===== src/hdl/sfcc_pkg.sv =====
`default_nettype none
package sfcc_pkg;

  localparam int FRAME_LEN = 8;
  localparam int CRC_LEN   = 6;
  localparam int IDX_W     = $clog2(FRAME_LEN);

  localparam logic [15:0] CRC_INIT = 16'hFFFF;
  localparam logic [15:0] CRC_POLY = 16'hA001;

  localparam logic [IDX_W-1:0] IDX_FIRST  = IDX_W'(0);
  localparam logic [IDX_W-1:0] IDX_HUM_HI = IDX_W'(2);
  localparam logic [IDX_W-1:0] IDX_HUM_LO = IDX_W'(3);
  localparam logic [IDX_W-1:0] IDX_TMP_HI = IDX_W'(4);
  localparam logic [IDX_W-1:0] IDX_TMP_LO = IDX_W'(5);
  localparam logic [IDX_W-1:0] IDX_CRC_LO = IDX_W'(6);
  localparam logic [IDX_W-1:0] IDX_LAST   = IDX_W'(FRAME_LEN - 1);
  localparam logic [IDX_W-1:0] IDX_CRC_END = IDX_W'(CRC_LEN);

  localparam logic [15:0] HUMIDITY_RESET    = 16'd300;
  localparam logic [15:0] TEMPERATURE_RESET = 16'd400;

  typedef logic [IDX_W-1:0] byte_idx_t;

  typedef struct packed {
    logic       valid;
    logic [7:0] data;
    byte_idx_t  idx;
  } stage_t;

  function automatic logic [15:0] crc_byte(input logic [15:0] crc_in, input logic [7:0] b);
    logic [15:0] c;
    c = crc_in ^ {8'h00, b};
    for (int k = 0; k < 8; k++) begin
      if (c[0]) begin
        c = (c >> 1) ^ CRC_POLY;
      end else begin
        c = c >> 1;
      end
    end
    return c;
  endfunction

endpackage
`default_nettype wire


===== src/hdl/sfcc_result_if.sv =====
`default_nettype none
interface sfcc_result_if;
  logic        valid;
  logic        ready;
  logic        crc_ok;
  logic [15:0] humidity_tenths;
  logic signed [15:0] temperature_tenths;

  modport source(output valid, crc_ok, humidity_tenths, temperature_tenths, input ready);
  modport sink(input valid, crc_ok, humidity_tenths, temperature_tenths, output ready);
endinterface
`default_nettype wire


===== src/hdl/sfcc_decoder.sv =====
`default_nettype none
module sfcc_decoder (
  input  wire logic            clk,
  input  wire logic            rst,
  input  wire sfcc_pkg::stage_t stage,
  output logic                 take,
  sfcc_result_if.source        results
);

  logic [15:0] crc;
  logic [15:0] crc_start;
  logic [15:0] crc_next;
  logic [15:0] humidity_capture;
  logic [15:0] temperature_capture;
  logic [7:0]  crc_low_capture;
  logic [15:0] held_humidity;
  logic [15:0] held_temperature;
  logic [15:0] held_humidity_next;
  logic [15:0] held_temperature_next;
  logic [15:0] magnitude;
  logic        is_last;
  logic        ok;

  assign is_last = stage.idx == sfcc_pkg::IDX_LAST;
  // A byte that closes a frame waits only while the previous result is still unread.
  assign take = stage.valid && (!is_last || !results.valid || results.ready);

  assign crc_start = (stage.idx == sfcc_pkg::IDX_FIRST) ? sfcc_pkg::CRC_INIT : crc;
  assign crc_next  = sfcc_pkg::crc_byte(crc_start, stage.data);
  assign ok        = {stage.data, crc_low_capture} == crc;
  assign magnitude = {1'b0, temperature_capture[14:0]};

  always_comb begin
    held_humidity_next    = held_humidity;
    held_temperature_next = held_temperature;
    if (ok) begin
      held_humidity_next = humidity_capture;
      if (temperature_capture[15]) begin
        held_temperature_next = 16'd0 - magnitude;
      end else begin
        held_temperature_next = magnitude;
      end
    end
  end

  always_ff @(posedge clk) begin
    if (rst) begin
      crc                 <= sfcc_pkg::CRC_INIT;
      humidity_capture    <= 16'd0;
      temperature_capture <= 16'd0;
      crc_low_capture     <= 8'd0;
      held_humidity       <= sfcc_pkg::HUMIDITY_RESET;
      held_temperature    <= sfcc_pkg::TEMPERATURE_RESET;
      results.valid       <= 1'b0;
    end else begin
      if (take && is_last) begin
        results.valid <= 1'b1;
      end else if (results.ready) begin
        results.valid <= 1'b0;
      end
      if (take) begin
        if (stage.idx < sfcc_pkg::IDX_CRC_END) begin
          crc <= crc_next;
        end else if (is_last) begin
          crc <= sfcc_pkg::CRC_INIT;
        end
        unique case (stage.idx)
          sfcc_pkg::IDX_HUM_HI: humidity_capture[15:8]    <= stage.data;
          sfcc_pkg::IDX_HUM_LO: humidity_capture[7:0]     <= stage.data;
          sfcc_pkg::IDX_TMP_HI: temperature_capture[15:8] <= stage.data;
          sfcc_pkg::IDX_TMP_LO: temperature_capture[7:0]  <= stage.data;
          sfcc_pkg::IDX_CRC_LO: crc_low_capture           <= stage.data;
          default: ;
        endcase
        if (is_last) begin
          held_humidity              <= held_humidity_next;
          held_temperature           <= held_temperature_next;
          results.crc_ok             <= ok;
          results.humidity_tenths    <= held_humidity_next;
          results.temperature_tenths <= held_temperature_next;
        end
      end
    end
  end

endmodule
`default_nettype wire


===== src/flat_wrapper.sv =====
// flat-port wrapper written by rule: the top's interface ports become plain ports
module sfcc_decoder_flat 
  (clk, rst, stage, take, results_valid, results_crc_ok, results_humidity_tenths, results_temperature_tenths, results_ready);
  sfcc_result_if results_i ();
  input  wire logic clk;
  input  wire logic rst;
  input  wire sfcc_pkg::stage_t stage;
  output logic take;
  output wire logic [$bits(results_i.valid)-1:0] results_valid;
  output wire logic [$bits(results_i.crc_ok)-1:0] results_crc_ok;
  output wire logic [$bits(results_i.humidity_tenths)-1:0] results_humidity_tenths;
  output wire logic [$bits(results_i.temperature_tenths)-1:0] results_temperature_tenths;
  input wire logic [$bits(results_i.ready)-1:0] results_ready;
  assign results_valid = results_i.valid;
  assign results_crc_ok = results_i.crc_ok;
  assign results_humidity_tenths = results_i.humidity_tenths;
  assign results_temperature_tenths = results_i.temperature_tenths;
  assign results_i.ready = results_ready;
  sfcc_decoder u_core (.clk(clk), .rst(rst), .stage(stage), .take(take), .results(results_i));
endmodule

===== config.mk =====
export PLATFORM = sky130hd
export DESIGN_NAME = sfcc_decoder_flat
export DESIGN_NICKNAME = d
export VERILOG_FILES = /design/src/hdl/sfcc_pkg.sv /design/src/hdl/sfcc_result_if.sv /design/src/hdl/sfcc_decoder.sv /design/src/flat_wrapper.sv
export SDC_FILE = /design/constraint.sdc
export NUM_CORES = 1
export LEC_CHECK = 0
export BUFFER_PORTS_ARGS = -buffer_cell sky130_fd_sc_hd__buf_2
export CORE_ASPECT_RATIO = 1.1
export CORE_MARGIN = 2
export CORE_UTILIZATION = 58
export CTS_CLUSTER_SIZE = 8
export DETAILED_ROUTE_END_ITERATION = 10
export GPL_TIMING_DRIVEN = 0
export PLACE_DENSITY = 0.78
export SLEW_MARGIN = 20
export SYNTH_ARGS = -nofsm -noshare
export SYNTH_HDL_FRONTEND = slang
export SYNTH_SLANG_ARGS = --single-unit

===== constraint.sdc =====
create_clock -name clk -period 5.3 [get_ports clk]
set_input_delay 0.53 -clock clk [delete_from_list [all_inputs] [get_ports clk]]
set_output_delay 0.53 -clock clk [all_outputs]
set_load 0.01 [all_outputs]

==> key figures <==
Clock network
  • Clock Path Buffers: 2
  • Worst skew pair latency: roughly 0.53 ns
  • Root Buffer: clkbuf_8
  • Reg clk slew, reported paths: 0.06 ns
  • Inserted Clock Buffers: 17
  • Post-CTS Repair Setup Buffers: 0
  • CTS sink cnt: 122
  • CTS Hold Bufs: 0
  • H-Tree Depth: 4
  • PostCTS Resize Cnt: 0
  • CTS tree: done

Status
  • Status: completed

Pwr
  • Seq pwr share: 0.423
  • Clock power share: 0.486
  • Pwr Density: 371 nW/um^2
  • NetSw: 0.587 mW
  • Int Pwr: approximately 1.8 mW
  • Logic pwr share: 0.091
  • Pleak: 2.40 nW
  • Sw Ratio: 0.247
  • Design Power: 2.37 mW
  • Maximum VDD drop: between 300 and 400 uV

STA
  • Fin worst setup slack: 2.54 ns
  • Final setup fails: 0
  • Hold Violations, Final: 0
  • Setup TNS: 0 ns
  • Achievable Freq: 362 MHz
  • Slew headroom: 0.528
  • Min Tclk post-route: about 2.8 ns
  • Final Skew: 0.00632 ns
  • WHS: roughly 0.38 ns
  • Period utilization: 0.521
  • RSZ-0062 raised after global routing: no
  • Worst Tran Pin Value: 0.708 ns
  • Fin. max-slew vios: 0

Logic synthesis
  • Top FF cell, synth: dfxtp_1
  • Synthesized area: 5430 sq um
  • Post-synthesis sequential area ratio: 0.510
  • Leading area contributor after synthesis: dfxtp_1
  • Netlist cell types: 38
  • Synthesized-area fraction occupied by adder cells: 0.00230
  • Number of synthesized flops with an enable pin: 33
  • Asr flop ratio synth: 0
  • Top-count cell post-synth: nand2_1
  • Syn nets: around 640
  • Top cells by area, synth: dfxtp_1, edfxtp_1, nand2_1
  • Post-Synth XOR/XNOR Area: 0.100
  • Ranking of synthesized cells by instance count: nand2_1, dfxtp_1, a21oi_1, nor2_1, xnor2_1
  • Yosys reg bits: ~120
  • Syn Inst Count: just over 600
  • Mux cell area share after synthesis: 0.0311
  • Synth Area in Simple Gates: 0.240
  • Compound-Gate Fraction of Synth Area: 0.0863
  • Synth warn: 0
  • Largest family of logic cells by synthesized area: simple AND/OR/NAND/NOR gates
  • Mean Syn Cell Area: 8.75 sq um
  • Post-synth top area share: 0.328

Floorplanning
  • Initial Util: 0.590
  • Chip width: 96.3 microns
  • Top Ports: 50
  • Die Footprint: 10200 sq um
  • Height of the die: 106 microns
  • Std cell rows: 37
  • Core ar.: 9210 sq um

Drt
  • Remaining antenna violation count: 0
  • Wire per inst: 16.7 microns
  • Drt initial violations: 375
  • Via-per-instance ratio: 5.82
  • DR vias: 4717
  • Final wirelength: 13600 microns
  • Drt drc: 0
  • DR pass1 iterations: 5

GRT
  • First-pass GRT wire length: approximately 22000 microns
  • Total gr overflow: 0
  • Pin count of the biggest net entering global routing: 20
  • Vias in the first global route: between 4k and 5k
  • GRT Total Usage: 0.283
  • Initial antenna violation count: 0

Final layout
  • Fill count: around 690
  • Area Growth Syn to Fin: 17.8%
  • Final Cell Area: 6400 sq um
  • Layout cells sized above 1: 0.153
  • ANT cells: 0
  • Layout Nets: 697

Hold path
  • HP Class: in -> reg

Worst setup path
  • Critical path capture point type: flip-flop
  • Crit path max fanout: 10
  • Worst path max stage delay: around 0.50 ns
  • CP arrival: 3.04 ns
  • Crit path launch type: flip-flop
  • CP cell instances: xor2_1 -> nor4_1 -> nand4_1 -> inv_2 -> buf_2 -> mux2_2
  • Crit path max-delay cell type: nand4_1
  • Data required, critical path: 5.58 ns
  • Critical path type: reg -> reg

Placed design
  • I/O Buffers: 40
  • RD Place Congestion: 0.952
  • DP Wirelength: between 9000 and 10000 microns
  • Dpl ws: 2.12 ns
  • Placed standard-cell area: 5820 sq um

Run
  • Max cap viols: 0
-- worst max-delay path: cells and delay by family (launching register included) --
| kind | cells | cell delay, ns |
|---|---|---|
| xor+xnor | 1 | 0.18 |
| buf+inv | 2 | 0.66 |
| flops | 1 | 0.35 |
| mux | 1 | 0.37 |
| simple gates | 2 | 0.96 |
-- area by class of cell --
| class | instances | area, sq um | share of cell area |
|---|---|---|---|
| repair buffers | 41 | 228 | 0.0356 |
| flip-flops and latches | 122 | 2770 | 0.433 |
| clock buffers | 18 | 418 | 0.0653 |
| inverters | 3 | 11.3 | 0.00176 |
| clock inverters | 14 | 170 | 0.0266 |
| well taps | 117 | 146 | 0.0229 |
| multi-input cells | 461 | 2510 | 0.392 |
| plain buffers | 35 | 148 | 0.0231 |
-- cells in the final DEF (no fill, tap or decap), types with 3 or more instances in the layout --
cell,netlist,routed
nand2_1,187,187
dfxtp_1,89,89
a21oi_1,57,57
buf_2,13,53
nor2_1,45,44
xnor2_1,37,37
edfxtp_1,33,33
clkbuf_1,22,23
nor3_1,20,20
xor2_1,19,19
clkbuf_16,0,16
mux2_2,15,15
nand2b_1,14,14
nand3b_1,9,9
o22ai_1,8,8
nor4_1,7,7
o21ai_0,6,6
o21bai_1,5,5
nand3_1,4,4
or4_1,3,3
o31ai_1,3,3
nor2b_1,3,3
clkinvlp_4,0,3
bufinv_16,0,3
inv_6,0,3
-- worst paths after layout --
check	from	endpoint	slack, ns	depth (start not counted)
min reg2reg	u_core.held_humidity[9]$_SDFFE_PP0P_	u_core.held_humidity[9]$_SDFFE_PP0P_	0.46	2
min	stage[6]	u_core.humidity_capture[3]$_SDFFE_PP0P_	0.38	3
max	u_core.crc[7]$_SDFFE_PP1P_	u_core.results.temperature_tenths[14]$_DFFE_PP_	2.54	6
max reg2reg	u_core.crc[7]$_SDFFE_PP1P_	u_core.results.temperature_tenths[14]$_DFFE_PP_	2.54	6
-- cell families after synthesis --
group / count (synthesis)
AND/OR/NAND/NOR: 302
flip-flops: 122
AO/OA/AOI/OAI: 84
XOR/XNOR: 59
buffers and inverters: 38
multiplexers: 15
adder cells (fa/ha/maj): 1
-- registers in the layout (all words and copies together) (netlist names) --
name	count
u_core.crc_low_capture	8
u_core.results.humidity_tenths	16
u_core.results.valid	1
u_core.results.crc_ok	1
u_core.humidity_capture	16
u_core.crc	16
u_core.held_humidity	16
u_core.results.temperature_tenths	16
u_core.temperature_capture	16
u_core.held_temperature	16
-- layer usage --
layer	track usage	vias to the layer above	share of wire
met3	0.0686	47	0.069
met1	0.350	2252	0.39
met5	0	-	0
met2	0.467	225	0.51
met4	0.121	0	0.030
li1	-	2193	-
-- power by group through the flow --
| stage | registers, mW | clock network (mW) | logic (mW) |
|---|---|---|---|
| 2_1_floorplan | 1.02 | 0 | 0.164 |
| 3_3_place_gp | 1.02 | 0 | 0.201 |
| 3_5_place_dp | 1.02 | 0 | 0.211 |
| 4_1_cts | 1.00 | 1.15 | 0.214 |
| 5_1_grt | 1.01 | 1.20 | 0.233 |
| 6_report | 1.00 | 1.15 | 0.216 |
-- per-stage QoR --
| step | cells | util |
|---|---|---|
| after detailed placement | 779 | 0.631 |
| after floorplan | 621 | - |
| after CTS | 811 | 0.695 |
| final | 811 | 0.695 |
| after global routing | 811 | 0.695 |
| after global placement | 778 | 0.627 |
Note: power is estimated with default switching activity, not from simulation.
